[src/rtl/infix_to_postfix_converter_top_assert.svh]
// Assertion macros for the infix to postfix converter.
`ifndef INFIX_TO_POSTFIX_CONVERTER_TOP_ASSERT_SVH
`define INFIX_TO_POSTFIX_CONVERTER_TOP_ASSERT_SVH

// Condition implies consequence in the same cycle.
`define IFPC_ASSERT_NOW(lbl, ante, cons, msg) \
    lbl: assert property (@(posedge clk) disable iff (!rst_n) (ante) |-> (cons)) \
        else $error(msg);

// Condition implies consequence in the following cycle.
`define IFPC_ASSERT_NEXT(lbl, ante, cons, msg) \
    lbl: assert property (@(posedge clk) disable iff (!rst_n) (ante) |=> (cons)) \
        else $error(msg);

`endif

[src/rtl/ifpc_pkg.sv]
// Package with constants, microcode types and the control store of the converter.
`default_nettype none

package ifpc_pkg;

    localparam int STACK_DEPTH_DEF = 32;

    localparam logic [7:0] CH_POW   = 8'h5E;
    localparam logic [7:0] CH_MUL   = 8'h2A;
    localparam logic [7:0] CH_DIV   = 8'h2F;
    localparam logic [7:0] CH_ADD   = 8'h2B;
    localparam logic [7:0] CH_SUB   = 8'h2D;
    localparam logic [7:0] CH_OPEN  = 8'h28;
    localparam logic [7:0] CH_CLOSE = 8'h29;

    localparam logic [1:0] ST_OK              = 2'd0;
    localparam logic [1:0] ST_OVERFLOW        = 2'd1;
    localparam logic [1:0] ST_UNMATCHED_CLOSE = 2'd2;
    localparam logic [1:0] ST_UNMATCHED_OPEN  = 2'd3;

    typedef enum logic [4:0] {
        U_FETCH,
        U_EMIT_TOK,
        U_PUSH,
        U_C_RD,
        U_C_EV,
        U_C_DROP,
        U_C_EMIT,
        U_C_ERR,
        U_O_RD,
        U_O_EV,
        U_O_EMIT,
        U_FIN,
        U_REL,
        U_F_RD,
        U_F_EV,
        U_F_DROP,
        U_F_EMIT,
        U_F_DONE,
        U_F_OPEN,
        U_F_LAST
    } upc_t;

    typedef enum logic [1:0] {
        EM_NONE,
        EM_TOKEN,
        EM_TOP,
        EM_STATUS
    } emit_t;

    typedef enum logic [2:0] {
        CD_NEVER,
        CD_EMPTY,
        CD_TOP_OPEN,
        CD_TOP_GE,
        CD_END,
        CD_OPEN_LEFT
    } cond_t;

    typedef struct packed {
        logic       accept;
        logic       dispatch;
        logic       push;
        logic       pop;
        logic       set_open;
        logic       release_pend;
        logic       finalize;
        emit_t      emit;
        logic [1:0] status;
        cond_t      cond;
        upc_t       tgt_t;
        upc_t       tgt_f;
    } ctrl_t;

    function automatic logic [2:0] prec_of(logic [7:0] c);
        logic [2:0] p;
        if (c == CH_POW) p = 3'd4;
        else if (c == CH_MUL || c == CH_DIV) p = 3'd3;
        else if (c == CH_ADD || c == CH_SUB) p = 3'd2;
        else if (c == CH_OPEN) p = 3'd1;
        else p = 3'd0;
        return p;
    endfunction

    function automatic logic is_op(logic [7:0] c);
        return c == CH_POW || c == CH_MUL || c == CH_DIV || c == CH_ADD || c == CH_SUB;
    endfunction

    function automatic ctrl_t ucode(upc_t pc);
        ctrl_t c;
        c.accept       = 1'b0;
        c.dispatch     = 1'b0;
        c.push         = 1'b0;
        c.pop          = 1'b0;
        c.set_open     = 1'b0;
        c.release_pend = 1'b0;
        c.finalize     = 1'b0;
        c.emit         = EM_NONE;
        c.status       = ST_OK;
        c.cond         = CD_NEVER;
        c.tgt_t        = U_FETCH;
        c.tgt_f        = U_FETCH;
        unique case (pc)
            U_FETCH:
            begin
                c.accept   = 1'b1;
                c.dispatch = 1'b1;
            end
            U_EMIT_TOK:
            begin
                c.emit  = EM_TOKEN;
                c.tgt_f = U_FIN;
            end
            U_PUSH:
            begin
                c.push   = 1'b1;
                c.emit   = EM_STATUS;
                c.status = ST_OVERFLOW;
                c.tgt_f  = U_FIN;
            end
            U_C_RD:
            begin
                c.cond  = CD_EMPTY;
                c.tgt_t = U_C_ERR;
                c.tgt_f = U_C_EV;
            end
            U_C_EV:
            begin
                c.cond  = CD_TOP_OPEN;
                c.tgt_t = U_C_DROP;
                c.tgt_f = U_C_EMIT;
            end
            U_C_DROP:
            begin
                c.pop   = 1'b1;
                c.tgt_f = U_FIN;
            end
            U_C_EMIT:
            begin
                c.pop   = 1'b1;
                c.emit  = EM_TOP;
                c.tgt_f = U_C_RD;
            end
            U_C_ERR:
            begin
                c.emit   = EM_STATUS;
                c.status = ST_UNMATCHED_CLOSE;
                c.tgt_f  = U_FIN;
            end
            U_O_RD:
            begin
                c.cond  = CD_EMPTY;
                c.tgt_t = U_PUSH;
                c.tgt_f = U_O_EV;
            end
            U_O_EV:
            begin
                c.cond  = CD_TOP_GE;
                c.tgt_t = U_O_EMIT;
                c.tgt_f = U_PUSH;
            end
            U_O_EMIT:
            begin
                c.pop   = 1'b1;
                c.emit  = EM_TOP;
                c.tgt_f = U_O_RD;
            end
            U_FIN:
            begin
                c.cond  = CD_END;
                c.tgt_t = U_F_RD;
                c.tgt_f = U_REL;
            end
            U_REL:
            begin
                c.release_pend = 1'b1;
                c.tgt_f        = U_FETCH;
            end
            U_F_RD:
            begin
                c.cond  = CD_EMPTY;
                c.tgt_t = U_F_DONE;
                c.tgt_f = U_F_EV;
            end
            U_F_EV:
            begin
                c.cond  = CD_TOP_OPEN;
                c.tgt_t = U_F_DROP;
                c.tgt_f = U_F_EMIT;
            end
            U_F_DROP:
            begin
                c.pop      = 1'b1;
                c.set_open = 1'b1;
                c.tgt_f    = U_F_RD;
            end
            U_F_EMIT:
            begin
                c.pop   = 1'b1;
                c.emit  = EM_TOP;
                c.tgt_f = U_F_RD;
            end
            U_F_DONE:
            begin
                c.cond  = CD_OPEN_LEFT;
                c.tgt_t = U_F_OPEN;
                c.tgt_f = U_F_LAST;
            end
            U_F_OPEN:
            begin
                c.emit   = EM_STATUS;
                c.status = ST_UNMATCHED_OPEN;
                c.tgt_f  = U_F_LAST;
            end
            U_F_LAST:
            begin
                c.finalize = 1'b1;
                c.tgt_f    = U_FETCH;
            end
            default:
            begin
                c.tgt_f = U_FETCH;
            end
        endcase
        return c;
    endfunction

endpackage

`default_nettype wire

[src/rtl/ifpc_ram.sv]
// Generic single-write, single-read RAM with registered read data.
`default_nettype none

module ifpc_ram #(
    parameter int WIDTH = 8,
    parameter int DEPTH = 32
) (
    input  wire logic                     clk,
    input  wire logic                     we,
    input  wire logic [$clog2(DEPTH)-1:0] waddr,
    input  wire logic [WIDTH-1:0]         wdata,
    input  wire logic [$clog2(DEPTH)-1:0] raddr,
    output logic      [WIDTH-1:0]         rdata
);

    logic [WIDTH-1:0] mem_reg [DEPTH];
    logic [WIDTH-1:0] rdata_reg;

    always_ff @(posedge clk)
    begin
        if (we)
        begin
            mem_reg[waddr] <= wdata;
        end
        rdata_reg <= mem_reg[raddr];
    end

    assign rdata = rdata_reg;

endmodule

`default_nettype wire

[src/rtl/infix_to_postfix_converter_top.sv]
// Top level of the infix to postfix converter: microcode sequencer, operator stack and output.
// The input channel takes one character request per item with an end-of-expression flag.
// The output channel returns postfix characters and status-only results; last_of_run
// marks the final result of an expression, and every expression ends with one.
// A microcoded sequencer walks each request through a short program held in a
// constant control store; the operator stack lives in a RAM with registered read.
// An operand passes from the fetch step through the token emit, the end check and the
// release step back to fetch; its character moves to the output register in the release
// step. Every stack entry that a request pops or inspects costs its own read and evaluate
// steps, because each top-of-stack read goes through the RAM's registered read port first.
// The end-of-expression flush reads, evaluates and pops each stacked entry in turn.
// A request is taken one at a time; ready is high only in the fetch step.
// Each result passes through a one-entry holding register and then the output
// register, so a stalled receiver holds the sequencer only when it must emit.
// Reset empties the stack and clears all valid flags; the stack RAM is not cleared.

`default_nettype none

module infix_to_postfix_converter_top #(
    parameter int STACK_DEPTH = ifpc_pkg::STACK_DEPTH_DEF
) (
    input  wire logic       clk,
    input  wire logic       rst_n,
    input  wire logic       in_valid,
    output logic            in_ready,
    input  wire logic [7:0] token_char,
    input  wire logic       end_of_expr,
    output logic            out_valid,
    input  wire logic       out_ready,
    output logic [7:0]      out_char,
    output logic            has_char,
    output logic [1:0]      status,
    output logic            last_of_run
);

    import ifpc_pkg::*;

    localparam int ADDR_W  = $clog2(STACK_DEPTH);
    localparam int COUNT_W = $clog2(STACK_DEPTH + 1);

    upc_t               upc_reg, upc_next;
    ctrl_t              ctrl;
    logic [COUNT_W-1:0] count_reg, count_next, count_m1;
    logic               open_left_reg, open_left_next;
    logic [7:0]         token_reg, token_next;
    logic               end_reg, end_next;
    logic               pend_valid_reg, pend_valid_next;
    logic [7:0]         pend_char_reg, pend_char_next;
    logic               pend_has_reg, pend_has_next;
    logic [1:0]         pend_status_reg, pend_status_next;
    logic               out_valid_reg, out_valid_next;
    logic [7:0]         out_char_reg, out_char_next;
    logic               out_has_reg, out_has_next;
    logic [1:0]         out_status_reg, out_status_next;
    logic               out_last_reg, out_last_next;

    logic               full;
    logic               empty;
    logic [7:0]         top_char;
    logic               cond_hit;
    logic               emit_active;
    logic               out_free;
    logic               stall;
    logic               go;
    logic               out_load;
    logic               ram_we;
    logic [7:0]         new_char;
    logic               new_has;
    logic [1:0]         new_status;

    assign ctrl     = ucode(upc_reg);
    assign full     = count_reg == COUNT_W'(STACK_DEPTH);
    assign empty    = count_reg == '0;
    assign count_m1 = count_reg - COUNT_W'(1);
    assign out_free = !out_valid_reg || out_ready;

    ifpc_ram #(
        .WIDTH(8),
        .DEPTH(STACK_DEPTH)
    ) u_stack (
        .clk  (clk),
        .we   (ram_we),
        .waddr(count_reg[ADDR_W-1:0]),
        .wdata(token_reg),
        .raddr(count_m1[ADDR_W-1:0]),
        .rdata(top_char)
    );

    always_comb
    begin
        unique case (ctrl.cond)
            CD_NEVER:     cond_hit = 1'b0;
            CD_EMPTY:     cond_hit = empty;
            CD_TOP_OPEN:  cond_hit = top_char == CH_OPEN;
            CD_TOP_GE:    cond_hit = prec_of(top_char) >= prec_of(token_reg);
            CD_END:       cond_hit = end_reg;
            CD_OPEN_LEFT: cond_hit = open_left_reg;
            default:      cond_hit = 1'b0;
        endcase
    end

    always_comb
    begin
        emit_active = (ctrl.emit != EM_NONE) && !(ctrl.push && !full);
        stall = (ctrl.accept && !in_valid)
             || (emit_active && pend_valid_reg && !out_free)
             || (ctrl.release_pend && pend_valid_reg && !out_free)
             || (ctrl.finalize && !out_free);
        go       = !stall;
        ram_we   = go && ctrl.push && !full;
        out_load = go && (((emit_active || ctrl.release_pend) && pend_valid_reg)
                          || ctrl.finalize);
        in_ready = ctrl.accept;
    end

    always_comb
    begin
        unique case (ctrl.emit)
            EM_TOKEN:
            begin
                new_char   = token_reg;
                new_has    = 1'b1;
                new_status = ST_OK;
            end
            EM_TOP:
            begin
                new_char   = top_char;
                new_has    = 1'b1;
                new_status = ST_OK;
            end
            EM_STATUS:
            begin
                new_char   = 8'd0;
                new_has    = 1'b0;
                new_status = ctrl.status;
            end
            default:
            begin
                new_char   = 8'd0;
                new_has    = 1'b0;
                new_status = ST_OK;
            end
        endcase
    end

    always_comb
    begin
        upc_next = upc_reg;
        if (go)
        begin
            if (ctrl.dispatch)
            begin
                priority if (token_char == CH_OPEN) upc_next = U_PUSH;
                else if (token_char == CH_CLOSE) upc_next = U_C_RD;
                else if (is_op(token_char)) upc_next = U_O_RD;
                else upc_next = U_EMIT_TOK;
            end
            else
            begin
                upc_next = cond_hit ? ctrl.tgt_t : ctrl.tgt_f;
            end
        end
    end

    always_comb
    begin
        count_next       = count_reg;
        open_left_next   = open_left_reg;
        token_next       = token_reg;
        end_next         = end_reg;
        pend_valid_next  = pend_valid_reg;
        pend_char_next   = pend_char_reg;
        pend_has_next    = pend_has_reg;
        pend_status_next = pend_status_reg;
        out_valid_next   = out_valid_reg && !out_ready;
        out_char_next    = out_char_reg;
        out_has_next     = out_has_reg;
        out_status_next  = out_status_reg;
        out_last_next    = out_last_reg;

        if (go && ctrl.accept)
        begin
            token_next = token_char;
            end_next   = end_of_expr;
        end
        if (go && ctrl.pop)
        begin
            count_next = count_m1;
        end
        if (ram_we)
        begin
            count_next = count_reg + COUNT_W'(1);
        end
        if (go && ctrl.set_open)
        begin
            open_left_next = 1'b1;
        end
        if (go && ctrl.finalize)
        begin
            open_left_next = 1'b0;
        end

        if (out_load)
        begin
            out_valid_next = 1'b1;
            out_last_next  = ctrl.finalize;
            if (pend_valid_reg)
            begin
                out_char_next   = pend_char_reg;
                out_has_next    = pend_has_reg;
                out_status_next = pend_status_reg;
            end
            else
            begin
                out_char_next   = 8'd0;
                out_has_next    = 1'b0;
                out_status_next = ST_OK;
            end
        end

        if (go && (ctrl.release_pend || ctrl.finalize))
        begin
            pend_valid_next = 1'b0;
        end
        if (go && emit_active)
        begin
            pend_valid_next  = 1'b1;
            pend_char_next   = new_char;
            pend_has_next    = new_has;
            pend_status_next = new_status;
        end
    end

    always_ff @(posedge clk or negedge rst_n)
    begin
        if (!rst_n)
        begin
            upc_reg        <= U_FETCH;
            count_reg      <= '0;
            open_left_reg  <= 1'b0;
            pend_valid_reg <= 1'b0;
            out_valid_reg  <= 1'b0;
        end
        else
        begin
            upc_reg        <= upc_next;
            count_reg      <= count_next;
            open_left_reg  <= open_left_next;
            pend_valid_reg <= pend_valid_next;
            out_valid_reg  <= out_valid_next;
        end
    end

    always_ff @(posedge clk)
    begin
        token_reg       <= token_next;
        end_reg         <= end_next;
        pend_char_reg   <= pend_char_next;
        pend_has_reg    <= pend_has_next;
        pend_status_reg <= pend_status_next;
        out_char_reg    <= out_char_next;
        out_has_reg     <= out_has_next;
        out_status_reg  <= out_status_next;
        out_last_reg    <= out_last_next;
    end

    assign out_valid   = out_valid_reg;
    assign out_char    = out_char_reg;
    assign has_char    = out_has_reg;
    assign status      = out_status_reg;
    assign last_of_run = out_last_reg;

`include "infix_to_postfix_converter_top_assert.svh"

    `IFPC_ASSERT_NOW(a_no_pend_at_fetch, upc_reg == U_FETCH, !pend_valid_reg, "Held result at fetch")
    `IFPC_ASSERT_NEXT(a_empty_after_run, upc_reg == U_F_LAST && go, count_reg == '0, "Stack not empty")
    `IFPC_ASSERT_NOW(a_count_bound, 1'b1, count_reg <= COUNT_W'(STACK_DEPTH), "Stack count too big")

endmodule

`default_nettype wire

[config.mk]
export PLATFORM = sky130hd
export DESIGN_NAME = infix_to_postfix_converter_top
export DESIGN_NICKNAME = d
export VERILOG_FILES = /design/src/rtl/ifpc_pkg.sv /design/src/rtl/ifpc_ram.sv /design/src/rtl/infix_to_postfix_converter_top.sv
export VERILOG_INCLUDE_DIRS = /design/src /design/src/rtl
export SDC_FILE = /design/constraint.sdc
export NUM_CORES = 1
export LEC_CHECK = 0
export BUFFER_PORTS_ARGS = -buffer_cell sky130_fd_sc_hd__buf_4
export CORE_UTILIZATION = 40
export CTS_CLUSTER_DIAMETER = 30
export CTS_CLUSTER_SIZE = 20
export DETAILED_ROUTE_END_ITERATION = 6
export HOLD_SLACK_MARGIN = 0.03
export PLACE_DENSITY = 0.6
export SLEW_MARGIN = 20
export SYNTH_ARGS = -nofsm -noshare
export SYNTH_HDL_FRONTEND = slang
export SYNTH_HIERARCHICAL = 1
export SYNTH_SLANG_ARGS = --single-unit
[constraint.sdc]
create_clock -name clk -period 9 [get_ports clk]
set_clock_uncertainty 0.15 [all_clocks]
set_input_delay 0.9 -clock clk [delete_from_list [all_inputs] [get_ports clk]]
set_output_delay 0.9 -clock clk [all_outputs]
set_load 0.01 [all_outputs]
# --- Word level (Yosys, flattened, before mapping) ---
# Memory sizes are Yosys's and may differ from the RTL's. A register that Yosys moved wholly into a read port is not among the register bits.
# Index checks and enable logic that the tools add are counted.
totals:
  register_bits: 46
  memories: 1
  word_cells: 156
  inputBits: 13
  ram_bits: 256
  output_inout_bits: 14
memory_table:
  columns: ["memory", "depth", "width", "rd", "rd_ports_with_merged_regs", "wr", "line", "source"]
  rows:
  - ["u_stack.mem_reg", 32, 8, 1, 1, 1, "ifpc_ram.sv:16", "logic [WIDTH-1:0] mem_reg [DEPTH];"]
classes:
  n_eq_ne: 47
  reduce_logical: 54
  mux: 37
  addsub: 2
  magnitude_cmp: 1
ops:
  columns: ["operator", "count"]
  rows:
  - ["$eq 8x6->1 const B", 16]
  - ["$pmux 8 s8", 1]
  - ["$pmux 5 s12", 1]
  - ["$eq 5x4->1 const B", 8]
  - ["$eq 8x7->1 const B", 3]
  - ["$eq 5x3->1 const B", 4]
  - ["$eq 5x5->1 const B", 4]
  - ["$logic_and 1x1->1", 19]
  - ["$pmux 8 s2", 1]
  - ["$logic_or 1x1->1", 15]
  - ["$mux 1", 15]
  - ["$mux 3", 4]
  - ["$mux 4", 3]
  - ["$mux 6", 2]
  - ["$pmux 2 s3", 2]
  - ["$eq 5x2->1 const B", 2]
  - ["$mux 2", 5]
  - ["$mux 5", 2]
  - ["$reduce_bool 2->1", 4]
  - ["$logic_not 1->1", 7]
  - ["$add 6x1->6 const B", 1]
  - ["$eq 3x2->1 const B", 2]
  - ["$eq 3x3->1 const B", 2]
  - ["$eq 6x6->1 const B", 1]
  - ["other kinds (13)", 17]

# --- Logic depth before layout (Yosys ltp) ---
# Gate-level depths: netlist (run 1).
logic_depth:
  word_depth: 15
  depth_mapped: 12
  mapped_depth_nobuf: 10

# --- Modules after synthesis ---
# The synthesis (run 1) kept the hierarchy.
by_module_without_submodules:
  columns: ["mod", "instances", "cells_per_inst", "area_each_um2", "seq_area_each_um2"]
  rows:
  - ["ifpc_ram", 1, 417, 10053.4, 7847.5]
  - ["infix_to_postfix_converter_top", 1, 311, 3039.2, 1311.3]

# --- Worst setup path before layout (run 1) ---
# Ideal clock, no wire load.
synth_timing:
  path_type: "reg-to-reg"
  start: "reg upc_reg[2]"
  end: "reg pend_char_reg[0], enable pin"
  setup_ns: 0.410
  path_slack_ns: 5.557
  path_stages_with_launch: 9
  required_time_ns: 8.440
  arrival_time_ns: 2.883
  synth_period_minus_slack_ns: 3.443
  path_buffers: 2
  cell_sequence: "dfrtp_1 -> clkbuf_1 -> buf_1 -> xnor2_1 -> a31oi_1 -> nor2_1 -> inv_1 -> ha_1 -> nor4_1"
synth_between:
  elab_chain_len: 12
  word_cells_on_any_way: 32
  cone_classes: "eq/ne: 9; mux: 5; reduce/logical: 18"
synth_rtl:
  columns: ["item", "line", "source"]
  rows:
  - ["start, declared", "infix_to_postfix_converter_top.sv:41", "upc_t upc_reg, upc_next;"]
  - ["start signal, assigned", "infix_to_postfix_converter_top.sv:246", "upc_reg <= upc_next;"]
  - ["$eq 5x5->1 (tied with other cells)", "ifpc_pkg.sv:103", "unique case (pc)"]
  - ["$reduce_or 3->1 (no source line) / $mux 1 (equally long branches)", null, null]
  - ["$pmux 2 s3 / $logic_and 1x1->1 (equally long branches)", "ifpc_pkg.sv:103, infix_to_postfix_converter_top.sv:104", null]
  - ["$reduce_bool 2->1 / $logic_not 1->1 (equally long branches)", "infix_to_postfix_converter_top.sv:104", "emit_active = (ctrl.emit != EM_NONE) && !(ctrl.push && !full);"]
  - ["$logic_and 1x1->1", "infix_to_postfix_converter_top.sv:104", null]
  - ["$logic_and 1x1->1 (2 in series)", "infix_to_postfix_converter_top.sv:106", "|| (emit_active && pend_valid_reg && !out_free)"]
  - ["$logic_or 1x1->1", "infix_to_postfix_converter_top.sv:106", null]
  - ["$logic_or 1x1->1", "infix_to_postfix_converter_top.sv:107", "|| (ctrl.release_pend && pend_valid_reg && !out_free)"]
  - ["$logic_or 1x1->1", "infix_to_postfix_converter_top.sv:108", "|| (ctrl.finalize && !out_free);"]
  - ["$logic_not 1->1", "infix_to_postfix_converter_top.sv:109", "go = !stall;"]
  - ["$logic_and 1x1->1 *", "infix_to_postfix_converter_top.sv:225", "if (go && emit_active)"]
  - ["end signal, assigned", "infix_to_postfix_converter_top.sv:258", "pend_char_reg <= pend_char_next;"]
  - ["end, declared", "infix_to_postfix_converter_top.sv:48", "logic [7:0] pend_char_reg, pend_char_next;"]
# Mark *: on every way between the ends. The rest lies on a longest branch, timed or not.
# A chain may end at the register's enable or synchronous reset.

# --- Worst setup path after layout (run 1) ---
layout_timing:
  start: "reg count_reg[0]"
  end: "mem u_stack.mem_reg[25][5], enable pin"
layout_between:
  elab_chain_len: 15
layout_rtl:
  columns: ["item", "line", "source"]
  rows:
  - ["start, declared", "infix_to_postfix_converter_top.sv:43", "logic [COUNT_W-1:0] count_reg, count_next, count_m1;"]
  - ["start signal, assigned", "infix_to_postfix_converter_top.sv:247", "count_reg <= count_next;"]
  - ["$eq 6x6->1 *", "infix_to_postfix_converter_top.sv:72", "assign full = count_reg == COUNT_W'(STACK_DEPTH);"]
  - ["$logic_not 1->1 *", "infix_to_postfix_converter_top.sv:104, infix_to_postfix_converter_top.sv:110", null]
  - ["$logic_and 1x1->1", "infix_to_postfix_converter_top.sv:104", null]
  - ["$logic_not 1->1", "infix_to_postfix_converter_top.sv:104", null]
  - ["$logic_and 1x1->1", "infix_to_postfix_converter_top.sv:104", null]
  - ["$logic_and 1x1->1 (2 in series)", "infix_to_postfix_converter_top.sv:106", null]
  - ["$logic_or 1x1->1", "infix_to_postfix_converter_top.sv:106", null]
  - ["$logic_or 1x1->1", "infix_to_postfix_converter_top.sv:107", null]
  - ["$logic_or 1x1->1", "infix_to_postfix_converter_top.sv:108", null]
  - ["$logic_not 1->1", "infix_to_postfix_converter_top.sv:109", null]
  - ["$logic_and 1x1->1", "infix_to_postfix_converter_top.sv:110", "ram_we = go && ctrl.push && !full;"]
  - ["$logic_and 1x1->1 *", "infix_to_postfix_converter_top.sv:110", null]
  - ["via ram_we", "infix_to_postfix_converter_top.sv:66", "logic ram_we;"]
  - ["$mux 1 *", "ifpc_ram.sv:21", "if (we)"]
  - ["$mux 1 (not written as such) *", "ifpc_ram.sv:23", "mem_reg[waddr] <= wdata;"]
  - ["end, declared", "ifpc_ram.sv:16", null]
# Mark *: on every way through the listed nets, which the timed path passes. The rest lies on a longest branch.

==> flow_metrics.py, run 1 <==
metrics = {
    "synthesis": {
        "yosys.area.top_type": "edfxtp_1",
        "synthTopCellsByCount": "288 x edfxtp_1, 80 x mux4_2, 67 x nor2_1",
        "synthArstFlopShare": 0.04516,
        "dominantRegCellSynth": "edfxtp_1",
        "yosysWarnings": 6,
        "ys_top_cells_by_area": "edfxtp_1 66%, mux4_2 14%, dfrtp_1 2.7%",
        "synth_nets": 751,
        "seq_area_frac_synth": 0.6995,
        "postSynthCellCount": 728,
        "synth.ff_latch_count": 310,
        "syn_avg_cell_area_um2": 17.98,
        "yosys.cell_types.count": 69,
        "synthesis.area_um2": 13090,
        "synth_top_cell_area_share": 0.6606,
        "synth_edf_count": 288,
        "synth_most_common_cell": "edfxtp_1",
    },
    "setup_path": {
        "worst_ep_required_time_ns": 9.04,
        "critPathKind": "reg -> reg",
        "cp.arrival_ns": 4.37,
        "crit_end": "u_stack/mem_reg[25][5]",
        "crit_fanout": 35,
        "timing.rr.start": "count_reg[0]",
        "r2r_cells": 6,
        "startpoint_type": "flip-flop",
        "critPathLaunch": "count_reg[0]",
        "r2r-end": "u_stack/mem_reg[25][5]",
        "end_kind": "flip-flop",
        "regToRegSetupSlack_ns": 4.66,
    },
    "sta": {
        "hold_slack_ns": 0.06778,
        "finalSetupViolCount": 0,
        "period_minus_slack_ns": 4.335,
        "fmax_mhz": 230.7,
        "finalHoldViolCount": 0,
        "fin_setup_tns_ns": 0,
        "relSlewSlack": 0.2901,
        "worstMarginPinSlew_ns": 1.061,
        "slew_viol_final": 0,
        "rsz0062_at_grt": "no",
        "fin_crit_sh": 0.4817,
    },
    "clock_tree": {
        "insertion_delay_ns": 0.56,
        "cts_htree_levels": 2,
        "cts_sinks": 310,
        "cts_tree": "done",
        "postCtsResizedCells": 0,
        "holdBufCountCts": 0,
        "path_clk_slew_ns": 0.05,
        "clockBufferDepth": 3,
        "cts_buffers": 60,
        "post-cts-setup-buffers": 0,
        "root_buffer": "clkbuf_16",
    },
    "drt": {
        "wl_um": 29440,
        "wl_per_cell_um": 23.09,
        "drc": 0,
        "num_vias": 7089,
        "viasPerCell": 5.560,
        "firstDrtPassIters": 5,
        "ant_nets": 0,
        "drt_iter0_markers": 704,
    },
    "layout": {
        "drive_above_1_share": 0.2964,
        "largest_reg_flops": 256,
        "nets": 812,
        "diodes": 0,
        "instances_no_fill": 1275,
        "area_growth_syn_to_layout_pct": 20.27,
    },
    "placed_design": {
        "gp_congestion": 0.8693,
        "numPlacedInstances": 1162,
        "io_buffer_count": 26,
        "post-dp-hpwl_um": 17900,
    },
    "grt": {
        "gr-usage-met3": 0.03813,
        "grt.total_usage": 0.1827,
        "use_met1": 0.2625,
        "antenna_found_initial": 0,
        "grt_max_degree": 51,
        "use_met2": 0.2811,
        "grt_pass1_vias": 7395,
        "grt_pass1_wl_um": 45570,
        "grt_busiest_layer": "met2",
        "overflow": 0,
    },
    "floorplan": {
        "die_h_um": 182.9,
        "die_area_um2": 33460,
        "die_width_um": 182.9,
        "start_util": 0.4107,
        "rows": 65,
        "core_area_um2": 31880,
        "io_pins": 27,
    },
    "power": {
        "irDropWorstVdd_v": 0.0001904,
        "cellLeakagePower_nw": 5.158,
        "p_per_area_nw_per_um2": 371.0,
    },
    "job": {
        "drv_cap": 0,
    },
    "outcome": {
        "outcome": "finished, final reports clean",
    },
    "hold_path": {
        "hold_class": "in -> async",
    },
}
-- per-layer routing --
metal / part of all wire / vias up
met3: 0.069 / 49
met5: 0 / -
met2: 0.47 / 282
met1: 0.44 / 3685
met4: 0.021 / 0
li1: - / 3073
-- power by group --
part	switching, mW	internal, mW
logic	0.938	0.865
registers	0.160	1.76
clock network	0.720	1.40
-- cells by family after synthesis --
group,count (synthesis),synth area share
AOI/OAI and AO/OA,74,0.04454
adders and majority gates,10,0.009557
muxes,96,0.1508
xor gates and xnor gates,11,0.007359
buffers and inverters,50,0.01825
and+or+nand+nor,177,0.06995
DFF,310,0.6995
-- layout by cell type, fill, tap and decap left out, drive strengths merged, types with 11 or more instances in the layout --
| master | instances |
|---|---|
| edfxtp | 288 |
| mux4 | 80 |
| clkbuf | 77 |
| nor2 | 67 |
| buf | 38 |
| nand2 | 26 |
| clkinv | 19 |
| inv | 18 |
| dfrtp | 14 |
| and2 | 12 |
| o21ai | 12 |
| nand3 | 11 |
-- how the worst min path moves through the flow --
stage	cells after the start	endpoint	start	slack [ns]
5_1_grt	1	count_reg[1]	rst_n	0.06
4_1_cts	1	out_valid	rst_n	0.05
3_3_place_gp	1	has_char	pend_has_reg	0.36
3_5_place_dp	1	status[0]	pend_status_reg[0]	0.37
2_1_floorplan	2	open_left_reg	open_left_reg	0.34
6_report	1	out_valid	rst_n	0.07
-- worst max-delay path, cell delays in order, from the launching register on --
cell and delay [ns]:
dfrtp_1 0.53, inv_4 0.32, ha_1 0.32, nor4b_1 0.19, a211oi_4 0.74, nand3b_1 0.67, nor2_1 1.03
-- area by class of cell --
class | instances | area [µm²]
Multi-Input combinational cell | 368 | 3736
Tap cell | 435 | 544.3
Inverter | 11 | 43.79
Clock buffer | 77 | 1595
Clock inverter | 36 | 382.9
Fill cell | 2597 | 16130
Timing Repair Buffer | 38 | 285.3
Sequential cell | 310 | 9159
-- stage by stage --
stage	total power, mW	cell area [µm²]	worst slack [ns]	utilization
2_1_floorplan	3.244	13090	5.557	-
6_report	5.842	15750	4.665	0.4939
3_3_place_gp	3.702	13750	4.839	0.4314
4_1_cts	5.879	15730	4.736	0.4934
5_1_grt	6.112	15750	4.439	0.4939
3_5_place_dp	3.747	13750	4.745	0.4314
Power figures use the tool's default switching activity.
==> run 2: changes to the inputs <==
ABC_AREA = 1   (was default)
clock period = 4.2 ns   (was 9 ns; I/O delays follow)
==> run 2 against run 1 <==
Effect of this change: the flow now finishes with violations (DRC); maximum frequency rose by 30%; critical path depth rose by 1; hold slack improved by 0.062 ns; combinational power rose to 3.0 times the previous value; clock power rose by 120%; area after synthesis rose by 5.2%; die area rose by 5.2%; global-route usage rose by 0.30 points; flip-flop and latch count did not move; clock-buffer cell count fell by 6; highest routed layer unchanged.
==> flow_metrics.py, run 2 <==
metrics = {
    "synthesis": {
        "synthArstFlopShare": 0.04516,
        "yosysWarnings": 6,
        "dominantRegCellSynth": "edfxtp_1",
        "postSynthCellCount": 1310,
        "synth_top_cell_area_share": 0.6277,
        "seq_area_frac_synth": 0.6647,
        "synthesis.area_um2": 13780,
        "ys_top_cells_by_area": "edfxtp_1 63%, nand2_1 13%, nand3_1 8.4%",
        "synth_edf_count": 288,
        "synth_nets": 1333,
        "synth.ff_latch_count": 310,
        "synth_most_common_cell": "nand2_1",
        "yosys.cell_types.count": 41,
        "yosys.area.top_type": "edfxtp_1",
        "syn_avg_cell_area_um2": 10.52,
        "synthTopCellsByCount": "462 x nand2_1, 288 x edfxtp_1, 231 x nand3_1",
    },
    "floorplan": {
        "die_h_um": 187.6,
        "io_pins": 27,
        "core_area_um2": 33700,
        "die_area_um2": 35190,
        "rows": 67,
        "start_util": 0.4089,
        "die_width_um": 187.6,
    },
    "hold_path": {
        "hold_class": "in -> async",
    },
    "grt": {
        "grt_max_degree": 101,
        "antenna_found_initial": 0,
        "grt_pass1_vias": 9424,
        "overflow": 0,
        "grt.total_usage": 0.1857,
        "grt_pass1_wl_um": 50940,
    },
    "setup_path": {
        "critPathKind": "reg -> reg",
        "critPathMaxStageDelay_ns": 0.84,
        "cp.arrival_ns": 3.35,
        "timing.rr.start": "count_reg[0]",
        "slowest_stage": "nor2_1",
        "path_cells": "clkinv_2, ha_1, nand4_1, nand2_1, inv_1, nand3_1, nor2_1",
        "end_kind": "flip-flop",
        "regToRegSetupSlack_ns": 0.88,
        "startpoint_type": "flip-flop",
        "crit_fanout": 25,
        "r2r-end": "u_stack/mem_reg[22][6]",
        "worst_ep_required_time_ns": 4.23,
        "r2r_cells": 7,
    },
    "sta": {
        "post-route-worst-setup-slack_ns": 0.8768,
        "period_minus_slack_ns": 3.323,
        "relSlewSlack": 0.2951,
        "fin_crit_sh": 0.7912,
        "finalHoldViolCount": 0,
        "worstMarginPinSlew_ns": 1.057,
        "finalSetupViolCount": 0,
        "slew_viol_final": 0,
        "rsz0062_at_grt": "no",
        "fmax_mhz": 300.9,
        "fin_setup_tns_ns": 0,
    },
    "placed_design": {
        "post-dp-hpwl_um": 19850,
        "io_buffer_count": 26,
        "place_ws_ns": 0.8713,
        "gp_congestion": 0.8662,
    },
    "drt": {
        "viasPerCell": 5.079,
        "firstDrtPassIters": 7,
        "drc": 2,
        "wl_per_cell_um": 17.14,
        "num_vias": 9483,
        "ant_nets": 0,
        "drt_iter0_markers": 836,
        "wl_um": 32000,
    },
    "clock_tree": {
        "insertion_delay_ns": 0.56,
        "cts_sinks": 310,
        "cts_tree": "done",
        "root_buffer": "clkbuf_16",
        "cts_htree_levels": 2,
        "clockBufferDepth": 3,
        "path_clk_slew_ns": 0.04,
        "cts_buffers": 60,
        "post-cts-setup-buffers": 0,
    },
    "layout": {
        "nFillCells": 3050,
        "diodes": 0,
        "area_growth_syn_to_layout_pct": 18.92,
        "final_common_cell": "nand2_1",
        "largest_reg_flops": 256,
        "nets": 1393,
        "drive_above_1_share": 0.1212,
        "final_cell_mix": "462 x nand2_1, 288 x edfxtp_1, 231 x nand3_1",
    },
    "power": {
        "irDropWorstVdd_v": 0.0004754,
        "cellLeakagePower_nw": 6.458,
        "power_mw": 14.23,
        "p_per_area_nw_per_um2": 868.3,
    },
    "outcome": {
        "outcome": "complete, but fails checks",
        "failed_checks": "DRC",
    },
    "job": {
        "drv_cap": 0,
    },
}
[run 2: cell count changes in the layout (fill, tap and decap cells not counted), moves of 11 or more]
cell           delta
nand2_1         +436
nand3_1         +220
mux4_2           -80
inv_1            +62
and2_1           -12
dlygate4sd3_1    +11
[run 2: logic make-up (layout without fill, tap and decap cells)]
| logic type | Yosys count | count (layout) | synth area share |
|---|---|---|---|
| xor gates and xnor gates | 10 | 10 | 0.006902 |
| and+or+nand+nor | 802 | 802 | 0.2486 |
| AOI/OAI and AO/OA | 39 | 39 | 0.01607 |
| buffers and inverters | 139 | 248 | 0.05458 |
| DFF | 310 | 310 | 0.6647 |
| adders and majority gates | 10 | 10 | 0.009081 |
[run 2: repair_timing]
| item | CTS | global route |
|---|---|---|
| endpoints found under the hold margin | 24 | 0 |
| resized for setup | 0 | 0 |
| hold buffers | 11 | 0 |
[run 2: worst max-delay path by stage]
stage / from / endpoint
after floorplan: upc_reg[1] / pend_char_reg[0]
after global placement: count_reg[0] / u_stack/mem_reg[22][4]
after detailed placement: count_reg[0] / u_stack/mem_reg[22][1]
after CTS: count_reg[0] / u_stack/mem_reg[22][3]
after global routing: count_reg[0] / u_stack/mem_reg[22][6]
final: count_reg[0] / u_stack/mem_reg[22][6]
[run 2: area by class of cell]
cell class | count | area, µm² | share of cell area
well taps | 448 | 560.5 | 0.03421
multi-input cells | 861 | 3875 | 0.2365
clock buffers | 71 | 1574 | 0.09606
clock inverters | 40 | 449.2 | 0.02741
flip-flops and latches | 310 | 9159 | 0.5589
repair buffers | 57 | 455.4 | 0.02779
inverters | 80 | 312.8 | 0.01909
[run 2: stage by stage]
| step | hold WS, ns | utilization | instance area (µm²) | std cells |
|---|---|---|---|---|
| final | 0.1294 | 0.4862 | 16390 | 1867 |
| after global routing | 0.1502 | 0.4862 | 16390 | 1867 |
| after CTS | 0.1081 | 0.4862 | 16390 | 1867 |
| after detailed placement | 0.1450 | 0.4229 | 14250 | 1745 |
| after global placement | 0.1461 | 0.4229 | 14250 | 1745 |
| after floorplan | -0.02559 | - | 13780 | 1310 |
[run 2: routing by layer]
metal	vias up	part of all wire	global-route usage
met4	0	0.021	0.05660
met2	297	0.47	0.2991
met3	52	0.059	0.03144
met1	4553	0.45	0.2569
met5	-	0	0
li1	4581	-	-
[run 2: worst max-delay path, delay by kind of cell, from the launching register on]
family,cells,cell delay [ns]
adders and majority gates,1,0.35
buffers and inverters,2,0.49
and+or+nand+nor,4,1.51
DFF,1,0.44
[run 2: power breakdown]
group          switching (mW)  internal (mW)  leakage (nW)
Sequential              0.254           3.95          2.85
Combinational            3.81           1.55          2.65
Clock                    1.48           3.19         0.966
Total                    5.54           8.69          6.46
==> run 3: changes to the inputs <==
clock period = 3.28 ns   (was 4.2 ns; I/O delays follow)
==> run 3 against run 2 <==
Effect of this change: register-to-register slack lost 0.50 ns; the flow now finishes without violations; largest cell class unchanged; critical path type unchanged; clock-buffer cell count grew 5; routed wire length decreased by 0.17%; clock power up 40%; power increased by 33%.
==> flow_metrics.py, run 3 (synthesis gave the netlist of run 2 again) <==
metrics = {
    "outcome": {
        "outcome": "finished, final reports clean",
    },
    "drt": {
        "ant_nets": 0,
        "firstDrtPassIters": 5,
        "num_vias": 9577,
        "viasPerCell": 5.014,
        "drc": 0,
        "drt_iter0_markers": 722,
        "wl_um": 31950,
        "wl_per_cell_um": 16.73,
    },
    "job": {
        "drv_cap": 0,
    },
    "clock_tree": {
        "cts_htree_levels": 3,
        "cts_buffers": 67,
        "path_clk_slew_ns": 0.04,
        "root_buffer": "clkbuf_16",
        "insertion_delay_ns": 0.55,
        "cts_tree": "done",
        "cts_sinks": 310,
        "clockBufferDepth": 3,
    },
    "floorplan": {
        "die_width_um": 187.6,
        "start_util": 0.4089,
        "die_area_um2": 35190,
        "io_pins": 27,
        "core_area_um2": 33700,
        "die_h_um": 187.6,
        "rows": 67,
    },
    "setup_path": {
        "critPathMaxStageDelay_ns": 0.50,
        "worst_ep_required_time_ns": 3.36,
        "regToRegSetupSlack_ns": 0.37,
        "startpoint_type": "flip-flop",
        "critPathKind": "reg -> reg",
        "end_kind": "flip-flop",
        "slowest_stage": "dfrtp_1",
        "crit_fanout": 11,
        "path_cells": "nor2_1, inv_1, nor2_1, nor2_1, inv_1, nor3_1, ha_1, inv_1, nand2_1, a21oi_2, nand2_2, nand2_4, inv_4, nand3_1, clkinvlp_4",
        "cp.arrival_ns": 2.99,
    },
    "layout": {
        "post-route-util": 0.5014,
        "final_cell_mix": "462 x nand2_1, 288 x edfxtp_1, 231 x nand3_1",
        "final_common_cell": "nand2_1",
        "diodes": 0,
        "nFillCells": 3002,
        "largest_reg_flops": 256,
        "instances_no_fill": 1910,
        "fin_area_um2": 16900,
        "area_growth_syn_to_layout_pct": 22.65,
        "drive_above_1_share": 0.1512,
        "nets": 1433,
    },
    "sta": {
        "slew_viol_final": 0,
        "finalHoldViolCount": 0,
        "period_minus_slack_ns": 2.908,
        "worstMarginPinSlew_ns": 1.068,
        "fin_setup_tns_ns": 0,
        "finalSetupViolCount": 0,
        "fmax_mhz": 343.9,
        "fin_crit_sh": 0.8866,
        "rsz0062_at_grt": "no",
        "relSlewSlack": 0.2881,
    },
    "grt": {
        "grt_pass1_wl_um": 50720,
        "overflow": 0,
        "grt_max_degree": 97,
        "grt.total_usage": 0.1857,
        "grt_pass1_vias": 9524,
        "antenna_found_initial": 0,
    },
    "placed_design": {
        "io_buffer_count": 26,
        "numPlacedInstances": 1777,
        "gp_congestion": 0.8733,
        "dpl-instance-area_um2": 14490,
        "post-dp-hpwl_um": 19500,
    },
    "power": {
        "irDropWorstVdd_v": 0.0005145,
        "p_per_area_nw_per_um2": 1121,
        "cellLeakagePower_nw": 6.736,
    },
    "hold_path": {
        "hold_class": "in -> reg",
    },
}
## run 3: changes by cell type in the layout (fill, tap and decap cells not counted), moves of 2 or more
cell	before	now
clkbuf_16	61	70
buf_4	46	78
clkinv_2	13	9
inv_1	71	69
clkinv_4	3	7
inv_16	0	3
bufinv_16	9	5
inv_6	1	6
clkbuf_1	9	5
## run 3: layout make-up
cell class / instances / area [µm²] / share of cell area
tap: 448 / 560.5 / 0.03317
timing repair buffer: 90 / 705.7 / 0.04176
clock buffer: 76 / 1784 / 0.1056
clock inverter: 45 / 486.7 / 0.02880
inverter: 80 / 320.3 / 0.01895
sequential: 310 / 9159 / 0.5420
multi-input combinational: 861 / 3882 / 0.2297
## run 3: what timing repair did
action / 4_1_cts / 5_1_grt
setup buffers: 0 / 0
endpoints found under the hold margin: 24 / 0
gates resized for setup: 0 / 4
hold buffers: 12 / 0
setup endpoints to repair: 0 / 24
## run 3: path summary, 6_finish.rpt
check / startpoint / endpoint / cells after the start
max: upc_reg[4] / pend_char_reg[4] / 15
max in group asynchronous: rst_n / upc_reg[4] / 3
min in group asynchronous: rst_n / pend_valid_reg / 3
max reg2reg: upc_reg[4] / pend_char_reg[4] / 15
min: in_valid / open_left_reg / 4
min reg2reg: pend_status_reg[0] / status[0] / 2
## run 3: through the flow
stage               worst slack (ns)  power [mW]  hold WS (ns)
floorplan                     0.7324       10.42       -0.1176
global placement              0.3613       12.35       0.04958
detailed placement            0.2878       12.38       0.04971
CTS                           0.2712       19.03        0.3008
global route                0.009868       20.13        0.3381
finish                        0.3719       18.94        0.3499
## run 3: layer usage
layer	global-route usage	routed length (µm)	up-vias
met1	0.2494	14320	4593
met5	0	0	-
li1	-	-	4671
met3	0.03799	1942	49
met4	0.06160	630	0
met2	0.3006	15060	264
## run 3: critical path: cells and delay by family, from the launching register on
family / cells / cell delay [ns]
and+or+nand+nor: 8 / 0.98
buffers and inverters: 5 / 0.58
DFF: 1 / 0.50
adders and majority gates: 1 / 0.21
AOI/OAI and AO/OA: 1 / 0.16
## run 3: power by group
group	internal, mW	total (mW)	switching, mW
Combinational	2.04	7.08	5.03
Sequential	5.05	5.31	0.259
Clock	4.36	6.55	2.19
Total	11.5	18.9	7.49
